<file path="src/sv/stbs_pkg.sv">
// Shared types and constants for the sorted table binary search block.
package stbs_pkg;

   localparam int VALUE_W = 32;
   localparam int INDEX_W = 8;
   localparam int COUNT_W = 9;

   localparam logic OP_LOAD   = 1'b0;
   localparam logic OP_SEARCH = 1'b1;

   localparam logic [1:0] ST_IDLE  = 2'd0;
   localparam logic [1:0] ST_PROBE = 2'd1;
   localparam logic [1:0] ST_CMP   = 2'd2;
   localparam logic [1:0] ST_DONE  = 2'd3;

   typedef struct packed {
      logic               found;
      logic [INDEX_W-1:0] position;
   } result_type;

endpackage

</file>
<file path="src/sv/stbs_engine.sv">
// Binary search sequencer: bounds, probe address, compare and result handoff.
module stbs_engine #(
   parameter int TABLE_DEPTH = 256,
   parameter int AW          = 8,
   parameter int CW          = 9
) (
   input  logic                                 clock,
   input  logic                                 reset,
   input  logic                                 start,
   input  logic signed [stbs_pkg::VALUE_W-1:0]  key,
   input  logic [stbs_pkg::COUNT_W-1:0]         count,
   output logic                                 busy,
   output logic                                 rd_en,
   output logic [AW-1:0]                        rd_addr,
   input  logic signed [stbs_pkg::VALUE_W-1:0]  rd_data,
   output logic                                 done_valid,
   input  logic                                 done_ready,
   output stbs_pkg::result_type                 result
);
   import stbs_pkg::*;

   logic [1:0]                 state_ff, state_in;
   logic [CW-1:0]              lo_ff, lo_in;
   logic [CW-1:0]              hi_ff, hi_in;
   logic signed [VALUE_W-1:0]  key_ff, key_in;
   result_type                 res_ff, res_in;
   logic [CW:0]                mid_sum;
   logic [CW-1:0]              mid;
   logic [CW-1:0]              n_sat;
   logic [CW-1:0]              lo_nx, hi_nx;

   assign n_sat   = (32'(count) > 32'(TABLE_DEPTH)) ? CW'(TABLE_DEPTH) : CW'(count);
   assign mid_sum = {1'b0, lo_ff} + {1'b0, hi_ff} - (CW+1)'(1);
   assign mid     = mid_sum[CW:1];

   assign busy       = (state_ff != ST_IDLE);
   assign rd_en      = (state_ff == ST_PROBE);
   assign rd_addr    = mid[AW-1:0];
   assign done_valid = (state_ff == ST_DONE);
   assign result     = res_ff;

   always_comb begin
      state_in = state_ff;
      lo_in    = lo_ff;
      hi_in    = hi_ff;
      key_in   = key_ff;
      res_in   = res_ff;
      lo_nx    = lo_ff;
      hi_nx    = hi_ff;
      case (state_ff)
         ST_IDLE: begin
            if (start) begin
               lo_in           = '0;
               hi_in           = n_sat;
               key_in          = key;
               res_in.found    = 1'b0;
               res_in.position = '0;
               state_in        = (n_sat != '0) ? ST_PROBE : ST_DONE;
            end
         end
         ST_PROBE: begin
            state_in = ST_CMP;
         end
         ST_CMP: begin
            if (key_ff == rd_data) begin
               res_in.found    = 1'b1;
               res_in.position = INDEX_W'(mid);
               state_in        = ST_DONE;
            end else begin
               if (key_ff < rd_data) begin
                  hi_nx = mid;
               end else begin
                  lo_nx = mid + CW'(1);
               end
               lo_in    = lo_nx;
               hi_in    = hi_nx;
               state_in = (lo_nx < hi_nx) ? ST_PROBE : ST_DONE;
            end
         end
         ST_DONE: begin
            if (done_ready) begin
               state_in = ST_IDLE;
            end
         end
         default: begin
            state_in = ST_IDLE;
         end
      endcase
   end

   always_ff @(posedge clock) begin
      if (reset) begin
         state_ff <= ST_IDLE;
      end else begin
         state_ff <= state_in;
      end
      lo_ff  <= lo_in;
      hi_ff  <= hi_in;
      key_ff <= key_in;
      res_ff <= res_in;
   end

endmodule

</file>
<file path="config.mk">
export PLATFORM = sky130hd
export DESIGN_NAME = stbs_engine
export DESIGN_NICKNAME = d
export VERILOG_FILES = /design/src/sv/stbs_pkg.sv /design/src/sv/stbs_engine.sv
export SDC_FILE = /design/constraint.sdc
export NUM_CORES = 1
export LEC_CHECK = 0
export BUFFER_PORTS_ARGS = -buffer_cell sky130_fd_sc_hd__buf_2
export CORE_UTILIZATION = 35
export DETAILED_ROUTE_END_ITERATION = 10
export GPL_ROUTABILITY_DRIVEN = 0
export PLACE_DENSITY_LB_ADDON = 0.1
export SYNTH_ARGS = -nofsm -noshare
export SYNTH_HDL_FRONTEND = slang
export SYNTH_SLANG_ARGS = --single-unit
</file>
<file path="constraint.sdc">
create_clock -name clock -period 5 [get_ports clock]
set_input_delay 0.25 -clock clock [delete_from_list [all_inputs] [get_ports clock]]
set_output_delay 0.25 -clock clock [all_outputs]
set_load 0.01 [all_outputs]
</file>
; ---- After elaboration in Yosys (flattened, before gate mapping)
; Index checks and enable logic that the tools add are counted.
; W data, S select, Z words.
[totals]
out_inout_bits = 20
latchBits = 0
ram_bits = 0
register_bits = 61
n_memories = 0
word_cells = 49
in_bits = 77
mem_bits_ro = 0
[op_classes]
bitwise_logic = 0
n_div = 0
n_eq_ne = 8
add_sub_neg = 3
n_reduce_logical = 8
mul = 0
order_cmp = 3
n_mux = 21
shift = 0
[op_table]
columns = op, count
row1 = $mux W9, 12
row2 = $pmux W9 S2, 3
row3 = $eq A32 B32 Y1, 1
row4 = $lt A32 B32 Y1, 1
row5 = $add A9 B9 Y10, 1
row6 = $mux W2, 5
row7 = $sub A10 B1 Y10 const B, 1
row8 = $add A9 B1 Y9 const B, 1
row9 = $gt A9 B9 Y1 const B, 1
row10 = $lt A9 B9 Y1, 1
row11 = $reduce_bool A9 Y1, 1
row12 = $pmux W2 S4, 1
row13 = $ne A2 B2 Y1 const B, 3
row14 = $reduce_and A3 Y1, 2
row15 = $eq A2 B2 Y1 const B, 2
row16 = $reduce_and A2 Y1, 2
row17 = $reduce_bool A2 Y1, 2
row18 = $eq A2 B1 Y1 const B, 1
row19 = $logic_not A2 Y1, 1
row20 = $ne A2 B1 Y1 const B, 1

; ---- Longest topological paths before layout
; Gate-level depths: netlist (run 1).
[depth]
ltp_word = 10
ltp_mapped = 19
ltp_nobuf = 19

; ---- Least setup slack after synthesis (run 1)
; OpenSTA, ideal clock, no wires.
[synth_timing]
kind = register -> register
startpoint = register hi_ff[0]
endpoint = register state_ff[1]
synth_period_minus_slack_ps = 3954
t_required_ps = 4931
path_slack_ps = 1046
path_stages_with_launch = 15
setup_ps = 69
arrival_ps = 3885
n_path_buf = 0
path_cell_list = edfxtp_1 > or2_2 > ha_1 > fa_1 > a211oi_2 > nor2_1 > a2111oi_4 > or4b_4 > nor4b_4 > xnor2_1 > o21ai_1 > ha_1 > nand4_1 > or4_1 > o21ai_1
[synth_via]
elab_chain_cells = 10
elab_cells_between_ends = 13
cone_classes = add/sub: 3 / order compare: 1 / mux: 9
[synth_rtl]
columns = item, line
row1 = "start, declared", stbs_engine.sv:24  ; logic [CW-1:0] hi_ff, hi_in;
row2 = "start signal, assigned", stbs_engine.sv:98  ; hi_ff <= hi_in;
row3 = $add A9 B9 Y10, stbs_engine.sv:33  ; assign mid_sum = {1'b0, lo_ff} + {1'b0, hi_ff} - (CW+1)'(1);
row4 = $sub A10 B1 Y10, stbs_engine.sv:33
row5 = $add A9 B1 Y9, stbs_engine.sv:73  ; lo_nx = mid + CW'(1);
row6 = $mux W9, stbs_engine.sv:70  ; if (key_ff < rd_data) begin
row7 = $mux W9, stbs_engine.sv:65  ; if (key_ff == rd_data) begin
row8 = $mux W9, stbs_engine.sv:50  ; case (state_ff)
row9 = $lt A9 B9 Y1 *, stbs_engine.sv:77  ; state_in = (lo_nx < hi_nx) ? ST_PROBE : ST_DONE;
row10 = $mux W2 *, stbs_engine.sv:77
row11 = $mux W2 *, stbs_engine.sv:65
row12 = $pmux W2 S4 *, stbs_engine.sv:50
row13 = "end signal, assigned", stbs_engine.sv:95  ; state_ff <= state_in;
row14 = "end, declared", stbs_engine.sv:22  ; logic [1:0] state_ff, state_in;
; Mark *: on every way between the ends. The rest lies on a longest branch, timed or not. The select of a mux whose other input is x is not followed.
; A chain may end at the register's enable or synchronous reset.

; ---- Worst setup path in the final report (run 1)
; Ends and elaborated chain as after synthesis.

==> impl_metrics.ini, run 1 <==
[power_and_ir_drop]
net-switching-power_w = 0.00182
power.clock.fraction = 0.162
swShare = 0.441
p_int_w = 0.00231
power.density_nw_per_um2 = 805
cellLeakagePower_nw = 2.39
pwr-share-comb = 0.642
irDropWorstVdd_uv = 352
seq_power_share = 0.196

[sta]
max_clock_freq_ghz = 0.236
worst_pin_slew_ps = 1070
grt_setup_unrepaired = false
min_period_ps = 4240
normalized_max_slew_margin = 0.290
worst_clock_skew_ps = 10.5
setup_violations = 0
slew_viol_final = 0
fin_crit_sh = 0.848
hold_viol_final = 0
fin_setup_tns_ps = 0

[cts]
clock_sinks = 61
cts.htree.levels = 3
cts_root_buf = clkbuf_16
ctsLongestPathBuffers = 2
clk_lat_worst_skew_ps = 330
cts_tree = done
cts_hold_buffers = 0
cts_setup_buffers = 0
cts_buffers = 9
post_cts.resized_instances = 0
path_clk_slew_ps = 60

[critical_path]
worstPathArrival_ps = 4510
timing_worst_setup_path_type = reg -> reg
worst_setup_path_start_kind = flop
cp.required_ps = 5270
worstPathMaxFanout = 3
worstSetupEndpointType = flop

[synth]
synth.area.mux_share = 0.0444
synthesis.yosys.warnings = 0
asyncSetResetFlopFracSynth = 0
mapped_cell_area_um2 = 4140
synth_cell_types = 53
most_used_flip_flop_cell_after_synthesis = edfxtp_1
post_synth.cell_area_avg_um2 = 10.6
synth_top_family_by_area = adder cells
xor_xnor_cell_area_share_of_the_yosys_netlist = 0.0190
area_share_of_and_or_nand_nor_cells_after_synthesis = 0.133
synth_adder_area_share = 0.177
synth_compound_gate_area_share = 0.121
yosys_register_bits = 61
synth-edff-count = 59
syn-instance-count = 389
postSynthNetCount = 524
seq_area_frac_synth = 0.437

[die]
die_height_um = 111
die_w_um = 111
num_rows = 39
pin_count = 97
floorplan.initialDensity = 0.361
fp.dieArea_um2 = 12300
fp.coreArea_um2 = 11500

[route]
remaining_antenna_violation_count = 0
post-route-drc-count = 0
drtPass1Iterations = 4
detailedRoute.firstIterationViolations = 102
detail_route.wirelength_um = 9310
vias = 3109
post_drt_via_cell_ratio = 4.85
routedWlPerCell_um = 14.5

[cells_and_area]
sequential_cell_area_um2 = 1810
finalCoreUtilization = 0.447
area.growth.synth_to_final_pct = 23.8
filler_cell_count_in_the_final_layout = 1115
nets = 628
multi_input_area_um2 = 2060
drive_above_1_share = 0.263
num_antenna_cells = 0

[global_route]
grt_first_pass_wirelength_um = 15100
grt_use_total = 0.160
first_global_vias = 3092
antenna_violations_before_repair = 0
grt_max_degree = 33
grt_overflow = 0

[worst_hold_path]
path_category_of_the_worst_min_delay_check = in -> reg

[job]
max_cap_viol_count = 0

[place]
io_buffers = 96
dp.final_hpwl_um = 7270

[status]
result_of_the_run = completed
## registers in the layout (all words and copies together), names as in the netlist
register / cells
result: 9
hi_ff: 9
key_ff: 32
state_ff: 2
lo_ff: 9
## Yosys cell counts, types with 2 or more instances
cell type	instances	share of area
inv_1	67	0.061
edfxtp_1	59	0.43
ha_1	57	0.17
a21oi_1	18	0.022
nor2_1	17	0.015
mux2i_1	15	0.036
nand2_1	14	0.013
and2_1	11	0.017
o21ai_1	11	0.013
nand4_1	10	0.015
nand3b_1	9	0.016
o21ai_0	9	0.011
a21o_1	8	0.015
nor3_1	7	0.0085
nand3_1	6	0.0073
clkbuf_1	5	0.0045
xnor2_1	5	0.011
nand2b_1	4	0.0060
xor2_1	4	0.0085
and3_1	3	0.0045
mux2_2	3	0.0082
nor2b_1	3	0.0045
or2_2	3	0.0045
a211oi_1	2	0.0036
a211oi_2	2	0.0060
a21o_2	2	0.0042
a221oi_1	2	0.0042
buf_2	2	0.0024
dfxtp_1	2	0.0097
nor4_1	2	0.0030
o211ai_1	2	0.0036
o21a_1	2	0.0036
o31a_1	2	0.0042
or4_1	2	0.0036
## layer usage
metal / part of all wire / wire length [µm] / GRT usage / vias up
met5: 0 / 0 / 0 / -
met4: 0.015 / 136 / 0.0524 / 0
met3: 0.041 / 378 / 0.0388 / 13
met2: 0.47 / 4380 / 0.263 / 62
met1: 0.47 / 4420 / 0.208 / 1423
li1: - / - / - / 1611
## through the flow
| stage | setup slack [ps] | total power (W) | hold WS (ps) | std cells | instance area (µm²) |
|---|---|---|---|---|---|
| floorplan | 1050 | 0.00273 | 319 | 389 | 4140 |
| global placement | 868 | 0.00347 | 426 | 625 | 4810 |
| detailed placement | 772 | 0.00348 | 428 | 625 | 4810 |
| CTS | 775 | 0.00418 | 78.1 | 641 | 5130 |
| global route | 574 | 0.00453 | 74.1 | 641 | 5130 |
| finish | 758 | 0.00413 | 88.7 | 641 | 5130 |
## critical path, cell delays in order, from the launching register on
cell,delay (ps)
edfxtp_1,390
or2_2,320
ha_1,230
fa_1,450
a211oi_2,230
nor2_1,120
a2111oi_4,320
or4b_4,550
nor4b_4,280
xnor2_1,170
o21ai_1,80
ha_1,290
nand4_1,130
or4_1,480
o21ai_1,130
## worst paths after layout
| path | cells past startpoint | from | to | slack (ps) |
|---|---|---|---|---|
| max reg2reg | 14 | hi_ff[0] | state_ff[1] | 760 |
| min reg2reg | 2 | state_ff[1] | state_ff[0] | 600 |
| max | 14 | hi_ff[0] | state_ff[1] | 760 |
| min | 1 | key[12] | key_ff[12] | 90 |
## cell type report
| type | instances | share of cell area |
|---|---|---|
| Clock buffer | 10 | 0.0447 |
| Clock inverter | 6 | 0.0171 |
| Inverter | 67 | 0.0491 |
| Multi-Input combinational cell | 254 | 0.401 |
| Sequential cell | 61 | 0.353 |
| Tap cell | 143 | 0.0349 |
| Timing Repair Buffer | 100 | 0.0996 |
## cell usage in the layout (no fill, tap or decap), types with 3 or more instances in the layout
master,Yosys,final
o21ai_1,11,11
mux2i_1,15,15
clkbuf_16,0,9
ha_1,57,57
nand3b_1,9,9
inv_1,67,67
xor2_1,4,4
and2_1,11,11
or2_2,3,3
nor2_1,17,16
buf_4,0,4
and3_1,3,3
nor3_1,7,7
a21o_1,8,8
edfxtp_1,59,59
mux2_2,3,3
a21oi_1,18,18
nand2_1,14,14
xnor2_1,5,5
nand2b_1,4,4
o21ai_0,9,9
nand4_1,10,10
buf_2,2,96
nand3_1,6,6
nor2b_1,3,3
## cells by family (layout without fill, tap and decap cells)
logic type      Yosys count  in the layout
simple gates             96             96
compound gates           73             73
xor+xnor                  9              9
buf+inv                  74            183
fa+ha+maj                58             58
mux                      18             18
flops                    61             61
## power groups by stage
stage / Combinational (W) / Clock (W) / Sequential (W)
after floorplan: 0.00192 / 0 / 0.000816
after global placement: 0.00265 / 0 / 0.000817
after detailed placement: 0.00266 / 0 / 0.000819
after CTS: 0.00268 / 0.000687 / 0.000810
after global routing: 0.00299 / 0.000711 / 0.000826
final: 0.00265 / 0.000671 / 0.000807
No activity file was read; power rests on OpenSTA's default activity.
==> inputs of run 2 (changes only) <==
Clock period 5 ns to 4.3 ns, I/O delays scaled along.
==> run 2 against run 1 <==
Effect of this change: non-clock buffer count up 6; clock skew decreased by 4.2 ps; worst hold slack worse by 33 ps; sequential power increased by 17%; critical path type unchanged; highest routed layer unchanged.
==> impl_metrics.ini, run 2 (same netlist as run 1, synthesis figures left out) <==
[status]
result_of_the_run = completed

[critical_path]
critical_path.reg2reg.endpoint = state_ff[1]
worst_r2r_path_depth = 14
worst_r2r_startpoint = hi_ff[0]
timing_worst_setup_path_type = reg -> reg
worstPathArrival_ps = 4340
cp_common_cell = o21ai_1
cp-endpoint = state_ff[1]
worstPathMaxFanout = 3
worstSetupEndpointType = flop
max_stage_delay_ps = 550
crit_path_top_delay_cell = or4b_4
crit_path_cell_trace = or2_2, ha_2, fa_2, a211oi_2, nor2_2, a2111oi_4, or4b_4, nor4b_4, xnor2_2, o21ai_1, ha_1, nand4_1, or4_1, o21ai_1
cp-startpoint = hi_ff[0]
setup.reg_to_reg.worst_slack_ps = 220
cp.required_ps = 4560
worst_setup_path_start_kind = flop

[route]
post-route-drc-count = 0
drtPass1Iterations = 6
routedWlPerCell_um = 14.7
post_drt_via_cell_ratio = 4.93
detail_route.wirelength_um = 9510
vias = 3190
detailedRoute.firstIterationViolations = 99
remaining_antenna_violation_count = 0

[sta]
normalized_max_slew_margin = 0.369
max_clock_freq_ghz = 0.245
worst_pin_slew_ps = 946
fin_setup_tns_ps = 0
grt_setup_unrepaired = false
fin_crit_sh = 0.949
worst_clock_skew_ps = 6.32
setup_violations = 0
min_period_ps = 4080
hold_viol_final = 0
slew_viol_final = 0

[cells_and_area]
largest_register_ff_count = 32
multi_input_area_um2 = 2080
drive_above_1_share = 0.278
largest-register = key_ff
most_common_library_cell_in_the_layout_ignoring_fill_and_taps = buf_2
filler_cell_count_in_the_final_layout = 1130
num_antenna_cells = 0
most_frequent_cells_in_the_layout = 96 x buf_2, 67 x inv_1, 59 x edfxtp_1
sequential_cell_area_um2 = 1810
finalCoreUtilization = 0.450
nets = 634
area.growth.synth_to_final_pct = 24.5

[cts]
cts_root_buf = clkbuf_16
clock_sinks = 61
path_clk_slew_ps = 50
clk_lat_worst_skew_ps = 330
cts_tree = done
cts.htree.levels = 3
cts_buffers = 9
cts_hold_buffers = 0
ctsLongestPathBuffers = 2

[power_and_ir_drop]
net-switching-power_w = 0.00215
pwr-share-comb = 0.664
power.clock.fraction = 0.143
irDropWorstVdd_uv = 365
power.density_nw_per_um2 = 946
cellLeakagePower_nw = 2.41
swShare = 0.442
seq_power_share = 0.193
p_int_w = 0.00272

[die]
floorplan.initialDensity = 0.361
num_rows = 39
fp.dieArea_um2 = 12300
die_w_um = 111
die_height_um = 111
pin_count = 97
fp.coreArea_um2 = 11500

[global_route]
grt_use_total = 0.163
grt_max_degree = 33
globalRouteMet1Util = 0.206
grt_first_pass_wirelength_um = 15400
first_global_vias = 3242
antenna_violations_before_repair = 0
groute.layer.met2.usage = 0.266
gr-usage-met3 = 0.0317
grt_overflow = 0
gr-max-usage-layer = met2

[place]
dp.final_hpwl_um = 7380
io_buffers = 96

[job]
max_cap_viol_count = 0

[worst_hold_path]
path_category_of_the_worst_min_delay_check = in -> reg
## run 2: final cells by class
class	count	area share
multi-input combinational	254	0.403
sequential	61	0.351
timing repair buffer	106	0.108
inverter	67	0.0488
clock buffer	10	0.0444
tap	143	0.0347
clock inverter	6	0.0104
## run 2: critical path, delay by kind of cell (launching register included)
| kind | cells | cell delay, ps |
|---|---|---|
| flops | 1 | 400 |
| simple gates | 6 | 1810 |
| xor+xnor | 1 | 160 |
| fa+ha+maj | 3 | 910 |
| compound gates | 4 | 730 |
## run 2: per-layer routing
| layer | up-vias | routed length [µm] |
|---|---|---|
| li1 | 1625 | - |
| met1 | 1480 | 4510 |
| met2 | 68 | 4480 |
| met3 | 17 | 315 |
| met4 | 0 | 199 |
| met5 | - | 0 |
## run 2: worst min-delay path by stage
stage,from,end,slack [ps],depth (start not counted)
4_1_cts,key[30],key_ff[30],40,1
5_1_grt,key[14],key_ff[14],40,1
6_report,key[28],key_ff[28],60,1
3_5_place_dp,key[7],key_ff[7],390,1
2_1_floorplan,reset,state_ff[0],280,1
3_3_place_gp,key[5],key_ff[5],390,1
## run 2: metrics by stage
step | hold slack (ps) | cell area, µm² | worst slack [ps] | total power (W) | cells
final | 56.2 | 5160 | 218 | 0.00488 | 647
after floorplan | 284 | 4140 | 346 | 0.00318 | 389
after global placement | 392 | 4840 | 178 | 0.00409 | 629
after detailed placement | 393 | 4840 | 72.8 | 0.00410 | 629
after CTS | 41.5 | 5120 | 30.5 | 0.00483 | 645
after global routing | 44.3 | 5160 | 5.95 | 0.00533 | 647
## run 2: timing repair
action	in CTS	in global routing
resized for setup	0	5
setup endpoints to repair	0	1
buffers inserted	0	2
## run 2: power by group through the flow
| stage | logic [W] | clock network, W | registers (W) |
|---|---|---|---|
| 2_1_floorplan | 0.00223 | 0 | 0.000949 |
| 3_3_place_gp | 0.00315 | 0 | 0.000948 |
| 3_5_place_dp | 0.00315 | 0 | 0.000955 |
| 4_1_cts | 0.00316 | 0.000719 | 0.000944 |
| 5_1_grt | 0.00362 | 0.000739 | 0.000962 |
| 6_report | 0.00324 | 0.000699 | 0.000942 |
